**config.mk**
```make
export PLATFORM = sky130hd
export DESIGN_NAME = glec_ctrl
export DESIGN_NICKNAME = d
export VERILOG_FILES = /design/src/hw/rtl/glec_pkg.sv /design/src/hw/rtl/glec_ctrl.sv
export SDC_FILE = /design/constraint.sdc
export NUM_CORES = 1
export LEC_CHECK = 0
export ABC_AREA = 0
export BUFFER_PORTS_ARGS = -buffer_cell sky130_fd_sc_hd__buf_2
export CORE_ASPECT_RATIO = 0.5
export CORE_MARGIN = 1
export CORE_UTILIZATION = 56
export CTS_CLUSTER_DIAMETER = 80
export DETAILED_ROUTE_END_ITERATION = 12
export HOLD_SLACK_MARGIN = 0.06
export PLACE_DENSITY = 0.84
export REMOVE_ABC_BUFFERS = 1
export SLEW_MARGIN = 40
export SYNTH_ARGS = -nofsm -noshare
export SYNTH_HDL_FRONTEND = slang
export SYNTH_SLANG_ARGS = --single-unit
export TNS_END_PERCENT = 1
```
**constraint.sdc**
```tcl
create_clock -name clk -period 11.7 [get_ports clk]
set_input_delay 1.17 -clock clk [delete_from_list [all_inputs] [get_ports clk]]
set_output_delay 1.17 -clock clk [all_outputs]
set_load 0.05 [all_outputs]
```
**src/hw/rtl/glec_pkg.sv**
```systemverilog
package glec_pkg;

	// Grid geometry
	localparam int unsigned GLEC_MAX_DIM = 128;
	localparam int unsigned GLEC_IDX_W   = $clog2(GLEC_MAX_DIM);
	localparam int unsigned GLEC_ADDR_W  = 2 * GLEC_IDX_W;
	localparam int unsigned GLEC_DATA_W  = 32;
	localparam int unsigned GLEC_CNT_W   = 8;
	localparam int unsigned GLEC_STEP_W  = 4;

	localparam logic [GLEC_CNT_W-1:0] GLEC_DIM_CAP = GLEC_CNT_W'(GLEC_MAX_DIM);
	localparam logic [GLEC_STEP_W-1:0] GLEC_LAST_STEP = GLEC_STEP_W'(8);

	// Item opcodes
	typedef enum logic {
		OP_WRITE = 1'b0,
		OP_QUERY = 1'b1
	} opcode_t;

	// Configuration register indexes
	typedef enum logic {
		CFG_ROW_COUNT    = 1'b0,
		CFG_COLUMN_COUNT = 1'b1
	} cfg_index_t;

	// One request on the grid memory port
	typedef struct packed {
		logic                   we;
		logic                   re;
		logic [GLEC_ADDR_W-1:0] addr;
		logic [GLEC_DATA_W-1:0] wdata;
	} mem_req_t;

	// Finished query result handed to the output register
	typedef struct packed {
		logic valid;
		logic is_extremum;
		logic bad_position;
	} res_t;

	// Row/column offset pair, each in -1..1
	typedef struct packed {
		logic [1:0] dr;
		logic [1:0] dc;
	} offset_t;

	// Visit order: step 0 is the center cell, steps 1..8 its neighbors
	function automatic offset_t glec_offset(input logic [GLEC_STEP_W-1:0] step);
		offset_t o;
		case (step)
			4'd1:    o = '{dr: 2'b11, dc: 2'b11};
			4'd2:    o = '{dr: 2'b11, dc: 2'b00};
			4'd3:    o = '{dr: 2'b11, dc: 2'b01};
			4'd4:    o = '{dr: 2'b00, dc: 2'b11};
			4'd5:    o = '{dr: 2'b00, dc: 2'b01};
			4'd6:    o = '{dr: 2'b01, dc: 2'b11};
			4'd7:    o = '{dr: 2'b01, dc: 2'b00};
			4'd8:    o = '{dr: 2'b01, dc: 2'b01};
			default: o = '{dr: 2'b00, dc: 2'b00};
		endcase
		return o;
	endfunction

endpackage

```
**src/hw/rtl/glec_ctrl.sv**
```systemverilog
module glec_ctrl (
	input  logic                             clk,
	input  logic                             arst_n,
	input  logic                             in_valid,
	output logic                             in_stall,
	input  logic                             opcode,
	input  logic [glec_pkg::GLEC_IDX_W-1:0]  row,
	input  logic [glec_pkg::GLEC_IDX_W-1:0]  column,
	input  logic [glec_pkg::GLEC_DATA_W-1:0] cell_value,
	input  logic [glec_pkg::GLEC_CNT_W-1:0]  rows_eff,
	input  logic [glec_pkg::GLEC_CNT_W-1:0]  cols_eff,
	output glec_pkg::mem_req_t               mem_req,
	input  logic [glec_pkg::GLEC_DATA_W-1:0] mem_rdata,
	output glec_pkg::res_t                   res,
	input  logic                             res_ready
);
	import glec_pkg::*;

	typedef enum logic [1:0] {
		ST_IDLE,
		ST_READ,
		ST_DRAIN,
		ST_DONE
	} state_t;

	state_t                   state_q;
	logic [GLEC_STEP_W-1:0]   step_q;
	logic [GLEC_IDX_W-1:0]    row_q;
	logic [GLEC_IDX_W-1:0]    col_q;
	logic                     above_q;
	logic                     below_q;
	logic                     bad_q;
	logic signed [GLEC_DATA_W-1:0] centre_q;

	// Read pipeline: data for the read issued last cycle arrives now
	logic chk_s1;
	logic use_s1;
	logic centre_s1;

	logic                  accept;
	logic                  in_grid;
	offset_t               off;
	logic [GLEC_CNT_W-1:0] nr;
	logic [GLEC_CNT_W-1:0] nc;
	logic                  nb_in;
	logic signed [GLEC_DATA_W-1:0] other;

	assign in_stall = (state_q != ST_IDLE);
	assign accept   = in_valid && (state_q == ST_IDLE);
	assign in_grid  = ({1'b0, row} < rows_eff) && ({1'b0, column} < cols_eff);

	// Neighbor position; a step below zero wraps high and fails the bound check
	always_comb begin
		off   = glec_offset(step_q);
		nr    = {1'b0, row_q} + {{(GLEC_CNT_W-2){off.dr[1]}}, off.dr};
		nc    = {1'b0, col_q} + {{(GLEC_CNT_W-2){off.dc[1]}}, off.dc};
		nb_in = (nr < rows_eff) && (nc < cols_eff);
		other = $signed(mem_rdata);
	end

	// Memory port: writes while idle, neighborhood reads while querying
	always_comb begin
		mem_req       = '0;
		mem_req.wdata = cell_value;
		if (state_q == ST_IDLE) begin
			mem_req.we   = accept && (opcode == OP_WRITE) && in_grid;
			mem_req.addr = {row, column};
		end else begin
			mem_req.re   = (state_q == ST_READ);
			mem_req.addr = {nr[GLEC_IDX_W-1:0], nc[GLEC_IDX_W-1:0]};
		end
	end

	assign res.valid        = (state_q == ST_DONE);
	assign res.is_extremum  = above_q || below_q;
	assign res.bad_position = bad_q;

	// Sequencer
	always_ff @(posedge clk or negedge arst_n) begin
		if (!arst_n) begin
			state_q   <= ST_IDLE;
			step_q    <= '0;
			row_q     <= '0;
			col_q     <= '0;
			centre_q  <= '0;
			chk_s1    <= 1'b0;
			use_s1    <= 1'b0;
			centre_s1 <= 1'b0;
			above_q   <= 1'b0;
			below_q   <= 1'b0;
			bad_q     <= 1'b0;
		end else begin
			// Compare the beat of read data that just arrived
			if (chk_s1) begin
				if (centre_s1) begin
					centre_q <= other;
				end else if (use_s1) begin
					if (!(centre_q > other)) begin
						above_q <= 1'b0;
					end
					if (!(centre_q < other)) begin
						below_q <= 1'b0;
					end
				end
			end

			case (state_q)
				ST_IDLE: begin
					chk_s1 <= 1'b0;
					if (accept && (opcode == OP_QUERY)) begin
						row_q  <= row;
						col_q  <= column;
						step_q <= '0;
						if (in_grid) begin
							bad_q   <= 1'b0;
							above_q <= 1'b1;
							below_q <= 1'b1;
							state_q <= ST_READ;
						end else begin
							bad_q   <= 1'b1;
							above_q <= 1'b0;
							below_q <= 1'b0;
							state_q <= ST_DONE;
						end
					end
				end
				ST_READ: begin
					chk_s1    <= 1'b1;
					use_s1    <= nb_in;
					centre_s1 <= (step_q == '0);
					if (step_q == GLEC_LAST_STEP) begin
						state_q <= ST_DRAIN;
					end else begin
						step_q <= step_q + 1'b1;
					end
				end
				ST_DRAIN: begin
					chk_s1  <= 1'b0;
					state_q <= ST_DONE;
				end
				ST_DONE: begin
					chk_s1 <= 1'b0;
					if (res_ready) begin
						state_q <= ST_IDLE;
					end
				end
				default: begin
					chk_s1  <= 1'b0;
					state_q <= ST_IDLE;
				end
			endcase
		end
	end

endmodule

```
; Word-level counts from Yosys, hierarchy flattened
; Memory sizes are Yosys's and may differ from the RTL's.
; Cells that the tools add are included.
[op_classes]
addsub = 3
n_lt_le_gt_ge = 6
eq_ne = 8
mux = 26
bitwise_logic = 1
n_reduce_logical = 16
[op_table]
columns = operator, count
row1 = 32-bit > comparator, 1
row2 = 32-bit < comparator, 1
row3 = 7-bit by 8-bit adder with 8-bit output, 2
row4 = 7-bit by 8-bit < comparator with 1-bit output, 2
row5 = 8-bit < comparator, 2
row6 = 1-bit two-way mux, 16
row7 = 14-bit two-way mux, 1
row8 = 2-bit two-way mux, 4
row9 = 4-bit two-way mux, 2
row10 = 2-bit one-hot mux with 4 select lines, 1
row11 = 4-bit one-hot mux with 2 select lines, 1
row12 = 1-bit logical AND, 6
row13 = "2-bit by 1-bit != test with 1-bit output, second input constant", 3
row14 = 3-bit AND reduction, 2
row15 = "4-bit by 1-bit adder with 4-bit output, second input constant", 1
row16 = "2-bit == test, second input constant", 2
row17 = "4-bit == test, second input constant", 1
row18 = 4-bit zero test, 1
row19 = 2-bit AND reduction, 2
row20 = 2-bit nonzero test, 2
row21 = 3-bit OR reduction, 1
row22 = "2-bit by 1-bit == test with 1-bit output, second input constant", 1
row23 = 2-bit zero test, 1
row24 = "2-bit != test, second input constant", 1
row25 = 3 further kinds, 3
[totals]
regBits = 58
rom_bits = 64
input_bits = 99
out_inout_bits = 52
wordCells = 72
mem_count = 1
[memory_table]
columns = memory, words, width, rd, rd_ports_with_merged_regs, write_ports, line_no
row1 = (no name shown), 16, 4, 1, 0, 0, glec_pkg.sv:50  ; case (step)

; Logic depth before layout (Yosys ltp)
; Gate-level depths: netlist (run 1).
[logic_depth]
depth_word = 7
depth_mapped = 20
mapped_depth_nobuf = 20

; Worst setup path before layout (run 1)
; Ideal clock, no wire load.
[synth_path]
kind = register -> output
from = register step_q[0]
to = output port mem_req[45] (netlist name)
t_arrival_ns = 3.527
t_required_ns = 10.530
setup_slack_ns = 7.003
stages_incl_launch_ff = 15
n_path_buf = 0
path_cell_list = dfrtp_1 inv_1 ha_1 nor2_1 a21oi_1 o21ai_0 ha_1 inv_1 fa_1 nor2b_1 o21ai_0 a21boi_0 o21ai_0 and3_1 o31ai_1
[synth_rtl]
columns = element, line_no
row1 = start: declaration, glec_ctrl.sv:27  ; logic [GLEC_STEP_W-1:0] step_q;
row2 = start signal: assignment, glec_ctrl.sv:134  ; step_q <= step_q + 1'b1;
row3 = end: declaration, glec_ctrl.sv:12  ; output glec_pkg::mem_req_t mem_req,

==> metrics.cfg, run 1 <==
[sta]
post-route-min-period_ps = 4720
final_hold_viol_count = 0
fin_crit_sh = 0.403
slew_headroom = 0.604
fin_ws_ps = 6980
fmax_mhz = 212
setup_viol = 0
setup_tns_ps = 0
rsz0062_at_grt = no
slew_viol_final = 0
skew_ps = 7.53
worstMarginPinSlew_ps = 594

[cells_and_area]
drive_gt1_frac = 0.224
multi_input_area_um2 = 2750
areaGrowthSynthToFinish_pct = 12.9
final_nets = 773
n_antenna_cell = 0
regArea_um2 = 1450
n_fill_cell = 670
final_cell_area_um2 = 5340

[routing]
dr.pass1.iters = 4
routedWlPerCell_um = 15.2
antenna_left = 0
vias_per_cell = 5.46
wirelength_um = 10800
drc_errors = 0
drt_iter0_drc = 169
vias = 3870

[floorplanning]
row_count = 23
ioPinCount = 151
start_util = 0.585
fp.dieW_um = 132
die_y_um = 67.0
core_um2 = 8090
dieArea_um2 = 8850

[global_routing]
grt_max_degree = 64
grt_antenna_before_repair = 0
grt.total_usage = 0.262
grt_pass1_vias = 3724
grt_pass1_wl_um = 17800
overflow = 0

[setup_path]
crit_type = reg2out
crit_start = step_q[0]
crit_required_ps = 10530
endpoint_kind = output port
crit_arrival_ps = 3550
cp_max_fo = 6
setup.worst_path.start_class = register
crit-reg2reg-launch = step_q[0]

[placed_design]
gp_congestion = 0.835
numPortBuffers = 86
placement.cell_area_um2 = 5030
place_ws_ps = 7380
hpwlAfterDp_um = 8170

[job]
cap_violations = 0

[min_path]
hp-start = centre_q[11]
hp-class = reg2reg

[synthesis]
ys.flop_type = dfrtp_1
synth_xor_xnor_area_share = 0.0185
synthArstFlopShare = 1.00
synth_top_family_by_area = adder cells
syn_area_per_cell_um2 = 8.78
yosysWarnings = 0
seq_area_frac_synth = 0.307
synth_top_cell_by_area = dfrtp_1
synth.top_cells.by_area = dfrtp_1 (31%), ha_1 (21%), nand2_1 (5.7%), mux2_2 (5.5%), o21ai_0 (5.4%)
synth_edf_count = 0
synth_mux_area_frac = 0.0611
synth_compound_gate_area_share = 0.164
yosysUniqueCellTypes = 52
yosysTopAreaCellShare = 0.307
synth.ff_latch_count = 58
synth_most_common_cell = ha_1
synth_simple_gate_area_share = 0.115
synthCells = 539
netlist_top_cells_count = ha_1 (80), nand2_1 (72), inv_1 (65), dfrtp_1 (58), o21ai_0 (51)
synth_fa_ha_area_frac = 0.220
netlist_area_um2 = 4730

[clock_tree]
cts.path.max_buffers = 2
cts_sinks = 58
cts_setup_buffers = 0
root_buffer = clkbuf_16
cts_tree = yes
clk-insertion-delay-late_ps = 330
cts_made_buffers = 9
htreeDepth = 3
cts_resized = 0
cts-hold-fix-buffers = 0
cts.clk_slew.worst_paths_ps = 50

[run_status]
outcome = completed

[stage by stage]
stage,hold slack (ps),instances,utilization
after floorplan,454,492,-
after global placement,466,693,0.622
after detailed placement,475,693,0.622
after CTS,487,709,0.660
after global routing,506,709,0.661
final,485,709,0.661
[registers in the layout, summed over array words and instances, names as in the netlist]
name       count
above_q        1
bad_q          1
below_q        1
centre_q      32
centre_s1      1
chk_s1         1
col_q          7
row_q          7
state_q        2
step_q         4
use_s1         1
[metal layers]
metal	global-route usage	wire, um
met5	0.0802	57
met4	0.0640	121
met3	0.119	1010
met2	0.423	4720
met1	0.314	4890
[logic make-up after synthesis]
kind of cell             count (synthesis)
AO/OA/AOI/OAI                          127
XOR/XNOR                                10
adder cells (fa/ha/maj)                 82
buffers and inverters                  112
flip-flops                              58
multiplexers                            26
AND/OR/NAND/NOR                        124
[layout make-up]
cell class                      count  area share
Multi-Input combinational cell    369       0.514
Clock inverter                      5     0.00984
Inverter                           65      0.0457
Tap cell                          112      0.0262
Clock buffer                       11      0.0473
Sequential cell                    58       0.272
Timing Repair Buffer               89      0.0855
[cells in the final DEF, fill, tap and decap left out, types with 4 or more instances in the layout]
| master | Yosys | layout |
|---|---|---|
| nand2_1 | 72 | 72 |
| nor3_1 | 6 | 6 |
| ha_1 | 80 | 79 |
| nand2b_1 | 4 | 4 |
| nand3_1 | 5 | 4 |
| inv_1 | 65 | 65 |
| a21o_1 | 11 | 11 |
| xnor2_1 | 8 | 8 |
| nor2_1 | 17 | 17 |
| clkbuf_16 | 0 | 9 |
| dfrtp_1 | 58 | 58 |
| nand4_1 | 6 | 6 |
| o21ai_0 | 51 | 51 |
| mux2_2 | 23 | 23 |
| buf_2 | 0 | 86 |
| a21oi_1 | 29 | 29 |
[path summary, 6_finish.rpt]
check / endpoint / slack, ps / cells after the start
min: centre_q[11] / 490 / 2
min in group asynchronous: row_q[6] / 890 / 2
max: mem_req[45] / 6980 / 15
max reg2reg: use_s1 / 7620 / 17
min reg2reg: centre_q[11] / 490 / 2
max in group asynchronous: centre_q[15] / 10400 / 2
[worst max-delay path, cell delays in order (launching register included)]
cell	delay, ps
dfrtp_1	420
inv_1	110
ha_1	220
nor2_1	110
a21oi_1	50
o21ai_0	160
ha_1	190
inv_1	60
fa_1	410
nor2b_1	130
o21ai_0	110
a21boi_0	370
o21ai_0	180
and3_1	220
o31ai_1	170
buf_2	300
Power of run 1 is left out: the tool's default activity adds up to more than one toggle a clock period on the data nets, which glitch-free logic cannot reach.
==> inputs of run 2 (changes only) <==
- CORE_UTILIZATION: 56 -> 47
- PLACE_DENSITY: 0.84 -> 0.75
- clock period: 11.7 -> 4 ns (I/O delays scaled with it)
==> run 2 against run 1 <==
Worst hold slack lost 370 ps; non-clock buffer count is 3 higher; register-to-register slack got worse by 7400 ps; wire length rose by 2.4%; global-route usage shrank 3.6 points; die area is 19% higher; clock-buffer cell count increased by 2; final cell count grew 3.5%; critical path depth stayed put; via count is 2.2% lower; sequential cell count unchanged; worst setup slack worse by 6700 ps; critical endpoint unchanged.
==> metrics.cfg, run 2 (synthesized netlist as in run 1, its figures left out) <==
[setup_path]
setup.worst_path.start_class = register  ; unchanged
crit_arrival_ps = 3350  ; was 3550 ps
r2r_slack_ps = 250  ; was 7620 ps
rr_endpoint = use_s1  ; unchanged
crit-reg2reg-launch = step_q[1]  ; was step_q[0]
reg2reg_depth = 17  ; unchanged
crit_type = reg2out  ; unchanged
cp_max_fo = 5  ; was 6
endpoint_kind = output port  ; unchanged
crit_required_ps = 3600  ; was 10530 ps

[routing]
antenna_left = 0  ; unchanged
wirelength_um = 11100  ; was 10800 um
drc_errors = 0  ; unchanged
drt_iter0_drc = 210  ; was 169
routedWlPerCell_um = 15.1  ; was 15.2 um
vias = 3784  ; was 3870
dr.pass1.iters = 4  ; unchanged
vias_per_cell = 5.16  ; was 5.46

[clock_tree]
cts_setup_buffers = 0  ; unchanged
root_buffer = clkbuf_16  ; unchanged
cts_made_buffers = 9  ; unchanged
cts_tree = yes  ; unchanged
clk-insertion-delay-late_ps = 320  ; was 330 ps
cts.clk_slew.worst_paths_ps = 50  ; about the same
cts.path.max_buffers = 2  ; unchanged
htreeDepth = 3  ; unchanged
cts_sinks = 58  ; unchanged

[floorplanning]
start_util = 0.493  ; was 0.585
row_count = 25  ; was 23
fp.dieW_um = 144  ; was 132 um
core_um2 = 9600  ; was 8090 um^2
die_y_um = 73.0  ; was 67.0 um
ioPinCount = 151  ; unchanged
dieArea_um2 = 10500  ; was 8850 um^2

[sta]
skew_ps = 4.71  ; was 7.53 ps
slew_viol_final = 0  ; unchanged
worstMarginPinSlew_ps = 680  ; was 594 ps
post-route-min-period_ps = 3750
final_hold_viol_count = 0  ; unchanged
fin_ws_ps = 246  ; was 6980 ps
fin_crit_sh = 0.939
slew_headroom = 0.547  ; was 0.604
rsz0062_at_grt = no  ; unchanged
fmax_mhz = 266
setup_viol = 0  ; unchanged

[cells_and_area]
layout_commonest_cell = buf_2  ; unchanged
areaGrowthSynthToFinish_pct = 14.1  ; was 12.9%
largest_reg_flops = 32  ; unchanged
final_cells = 734  ; was 709
top_regs = centre_q x32, col_q x7, row_q x7  ; unchanged
n_fill_cell = 907  ; was 670
regMostFlops = centre_q  ; unchanged
final_nets = 776  ; was 773
utilization = 0.563  ; was 0.661
n_antenna_cell = 0  ; unchanged
drive_gt1_frac = 0.230  ; was 0.224
layout_common_cells = buf_2 (85), ha_1 (80), nand2_1 (71)  ; was buf_2 (86), ha_1 (79), nand2_1 (72)

[job]
cap_violations = 0  ; unchanged

[global_routing]
grt_pass1_vias = 3549  ; was 3724
grt_pass1_wl_um = 17900  ; was 17800 um
grt.total_usage = 0.226  ; was 0.262
overflow = 0  ; unchanged
grt_antenna_before_repair = 0  ; unchanged
grt_max_degree = 33  ; was 64

[placed_design]
hpwlAfterDp_um = 8580  ; was 8170 um
dp.cells = 719  ; was 693
numPortBuffers = 86  ; unchanged
place_ws_ps = 192  ; was 7380 ps
gp_congestion = 0.824  ; was 0.835

[min_path]
hp-class = in2async  ; was reg2reg

[run_status]
outcome = completed  ; unchanged

run 2: changes by cell type in the layout (fill, tap and decap cells not counted), moves of 2 or more:
cell / previous run / this run
buf_4: 2 / 6
a21oi_1: 29 / 27
a21oi_2: 2 / 4
clkinv_2: 3 / 1
run 2: final cells by class:
| class | instances | area, um^2 | share of cell area |
|---|---|---|---|
| sequential | 58 | 1450 | 0.269 |
| tap | 135 | 169 | 0.0313 |
| multi-input combinational | 369 | 2750 | 0.510 |
| timing repair buffer | 92 | 478 | 0.0885 |
| clock buffer | 13 | 270 | 0.0500 |
| clock inverter | 2 | 35.0 | 0.00648 |
| inverter | 65 | 244 | 0.0452 |
run 2: timing repair:
item | in CTS | in global routing
hold buffers | 0 | 0
endpoints found under the setup margin | 0 | 2
gates resized for setup | 0 | 7
run 2: stage by stage:
stage	hold WS [ps]	setup TNS (ps)	cell area, um^2
after floorplan	104	-24.3	4430
after global placement	466	0	5080
after detailed placement	475	0	5080
after CTS	149	0	5390
after global routing	172	0	5400
final	115	0	5400
run 2: worst max path at each step:
stage	endpoint	cells after the start	startpoint	slack (ps)
2_1_floorplan	use_s1	17	step_q[1]	-20
3_3_place_gp	use_s1	17	step_q[1]	340
3_5_place_dp	use_s1	17	step_q[0]	190
4_1_cts	mem_req[45]	15	step_q[0]	140
5_1_grt	mem_req[45]	15	step_q[1]	20
6_report	mem_req[45]	15	step_q[1]	250
run 2: worst max-delay path, cell delays in order (launching register included):
cell and delay [ps]:
dfrtp_1 410, inv_1 110, ha_1 200, nor2_1 110
a21oi_1 50, o21ai_0 180, ha_1 210, inv_1 60
fa_1 410, nor2b_1 110, o21ai_0 100, a21boi_1 240
o21ai_0 140, and3_1 210, o31ai_1 200, clkbuf_4 280
run 2: metal layers:
metal	vias up	wire length [um]	share of wire	GRT usage
li1	1941	-	-	-
met1	1739	5390	0.49	0.293
met2	92	4750	0.43	0.349
met3	10	775	0.070	0.0938
met4	2	96	0.0087	0.0461
met5	-	38	0.0034	0.0526
Power of run 2 is left out for the same reason.
==> inputs of run 3 (changes only) <==
--- a/config.mk
+++ b/config.mk
@@ -14,4 +14,5 @@
 export DETAILED_ROUTE_END_ITERATION = 12
 export HOLD_SLACK_MARGIN = 0.06
+export MAX_ROUTING_LAYER = met4
 export PLACE_DENSITY = 0.75
 export REMOVE_ABC_BUFFERS = 1
==> constraint.sdc (replaced) <==
create_clock -name clk -period 4 [get_ports clk]
set_input_delay 0.4 -clock clk [delete_from_list [all_inputs] [get_ports clk]]
set_output_delay 0.4 -clock clk [all_outputs]
set_load 0.005 [all_outputs]
==> run 3 against run 2 <==
Via count up 0.45%; non-clock buffer count down 1; clock-buffer cell count down 2; final cell count down 0.27%; wire length up 0.22%; sequential cell count unchanged; global-route usage up 0.80 points; register-to-register slack better by 20 ps; largest cell class unchanged; worst hold slack better by 1.4 ps.
==> metrics.cfg, run 3 (synthesized netlist as in run 1, its figures left out) <==
[clock_tree]
cts-hold-fix-buffers = 0  ; unchanged
cts_tree = yes  ; unchanged
cts_made_buffers = 9  ; unchanged
root_buffer = clkbuf_16  ; unchanged
cts_resized = 0  ; unchanged
htreeDepth = 3  ; unchanged
cts.clk_slew.worst_paths_ps = 50  ; about the same
cts.path.max_buffers = 2  ; unchanged
cts_setup_buffers = 0  ; unchanged
clk-insertion-delay-late_ps = 330  ; was 320 ps
cts_sinks = 58  ; unchanged

[sta]
fin_ws_ps = 269  ; was 246 ps
setup_tns_ps = 0  ; unchanged
rsz0062_at_grt = no  ; unchanged
worstMarginPinSlew_ps = 697  ; was 680 ps
slew_viol_final = 0  ; unchanged
post-route-min-period_ps = 3730  ; was 3750 ps
setup_viol = 0  ; unchanged
final_hold_viol_count = 0  ; unchanged
slew_headroom = 0.535  ; was 0.547
fin_hold_ws_ps = 117  ; was 115 ps
fin_crit_sh = 0.933  ; was 0.939
skew_ps = 6.94  ; was 4.71 ps
fmax_mhz = 268  ; was 266 MHz

[cells_and_area]
final_cell_area_um2 = 5400  ; about the same
utilization = 0.562  ; was 0.563
largest_reg_flops = 32  ; unchanged
n_antenna_cell = 0  ; unchanged
final_cells = 732  ; was 734
layout_common_cells = buf_2 (86), ha_1 (80), nand2_1 (71)  ; was buf_2 (85), ha_1 (80), nand2_1 (71)
drive_gt1_frac = 0.236  ; was 0.230
top_regs = centre_q x32, col_q x7, row_q x7  ; unchanged
areaGrowthSynthToFinish_pct = 14.1  ; about the same
layout_commonest_cell = buf_2  ; unchanged
regMostFlops = centre_q  ; unchanged
final_nets = 775  ; was 776

[global_routing]
grt_pass1_vias = 3635  ; was 3549
grt_pass1_wl_um = 17900  ; about the same
overflow = 0  ; unchanged
grt.total_usage = 0.234  ; was 0.226
grt_max_degree = 34  ; was 33
grt_antenna_before_repair = 0  ; unchanged

[placed_design]
gp_congestion = 0.914  ; was 0.824
place_ws_ps = 107  ; was 192 ps
placement.cell_area_um2 = 5080  ; about the same
numPortBuffers = 86  ; unchanged
dp.cells = 718  ; was 719
hpwlAfterDp_um = 8600  ; was 8580 um

[power]
power_leakage_nw = 2.90
power_density_nw_per_um2 = 905
ir_drop_v = 0.000284
fin_total_pwr_mw = 4.89

[routing]
drc_errors = 0  ; unchanged
drt_iter0_drc = 201  ; was 210
antenna_left = 0  ; unchanged
vias = 3801  ; was 3784
wirelength_um = 11100  ; about the same
vias_per_cell = 5.19  ; was 5.16
routedWlPerCell_um = 15.1  ; about the same
dr.pass1.iters = 4  ; unchanged

[setup_path]
cp_max_fo = 6  ; was 5
crit_required_ps = 4240  ; was 3600 ps
cpMostUsedCell = ha_1  ; was o21ai_0
critPathTopFamily = compound AO/OA/AOI/OAI gates  ; unchanged
r2r_slack_ps = 270  ; was 250 ps
critPathSlowestCell = dfrtp_2  ; was dfrtp_1
crit_chain = inv_1 -> ha_1 -> or3_1 -> inv_1 -> buf_4 -> ha_1 -> a21oi_2 -> o21ai_1 -> a2111oi_1 -> or3_1 -> xnor2_1 -> ha_1 -> a22oi_1 -> nand4_1 -> a41oi_2 -> o21ai_0 -> a22oi_1  ; was inv_1 -> ha_1 -> nor2_1 -> a21oi_1 -> o21ai_0 -> ha_1 -> inv_1 -> fa_1 -> nor2b_1 -> o21ai_0 -> a21boi_1 -> o21ai_0 -> and3_1 -> o31ai_1 -> clkbuf_4
cpPeakStageDelay_ps = 400  ; was 410 ps
crit_type = reg2reg  ; was reg2out
crit_arrival_ps = 3970  ; was 3350 ps
setup.worst_path.start_class = register  ; unchanged
critPathBufInv = 3  ; unchanged
endpoint_kind = register  ; was output port

[floorplanning]
ioPinCount = 151  ; unchanged
start_util = 0.493  ; unchanged
row_count = 25  ; unchanged
fp.dieW_um = 144  ; unchanged
core_um2 = 9600  ; unchanged
die_y_um = 73.0  ; unchanged
dieArea_um2 = 10500  ; unchanged

[run_status]
outcome = completed  ; unchanged

[min_path]
hp-class = in2async  ; unchanged

[job]
cap_violations = 0  ; unchanged

==> run 3: cell types whose count changed in the layout (fill, tap and decap cells not counted), sizes merged <==
cell	change
clkinv	+1
clkbuf	-3
==> run 3: final cells by class <==
type / instances / area [um^2]
Fill cell: 891 / 4200
Multi-Input combinational cell: 369 / 2770
Sequential cell: 58 / 1450
Timing Repair Buffer: 91 / 468
Clock buffer: 11 / 253
Inverter: 65 / 244
Tap cell: 135 / 169
Clock inverter: 3 / 40.0
==> run 3: metal layers <==
layer  share of wire  up-vias  wire (um)  global-route usage
met5               0        -          0                   -
met4          0.0092        0        102              0.0662
met3           0.082       10        904              0.0965
met2            0.43      101       4770               0.344
met1            0.48     1758       5300               0.295
li1                -     1932          -                   -
==> run 3: final timing paths <==
check,startpoint,to,depth (start not counted)
worst max register to register,step_q[0],use_s1,17
min in group clk,mem_rdata[0],centre_q[0],2
worst min register to register,centre_q[12],centre_q[12],2
worst min-delay path,arst_n,centre_q[20],1
max in group asynchronous,arst_n,step_q[0],2
worst max-delay path,step_q[0],use_s1,17
==> run 3: report_power, final <==
group	internal (mW)	switching [mW]	total, mW
clock	0.506	0.265	0.771
sequential	0.877	0.192	1.07
combinational	1.48	1.57	3.05
total	2.86	2.03	4.89
(Power assumes the default switching activity.)
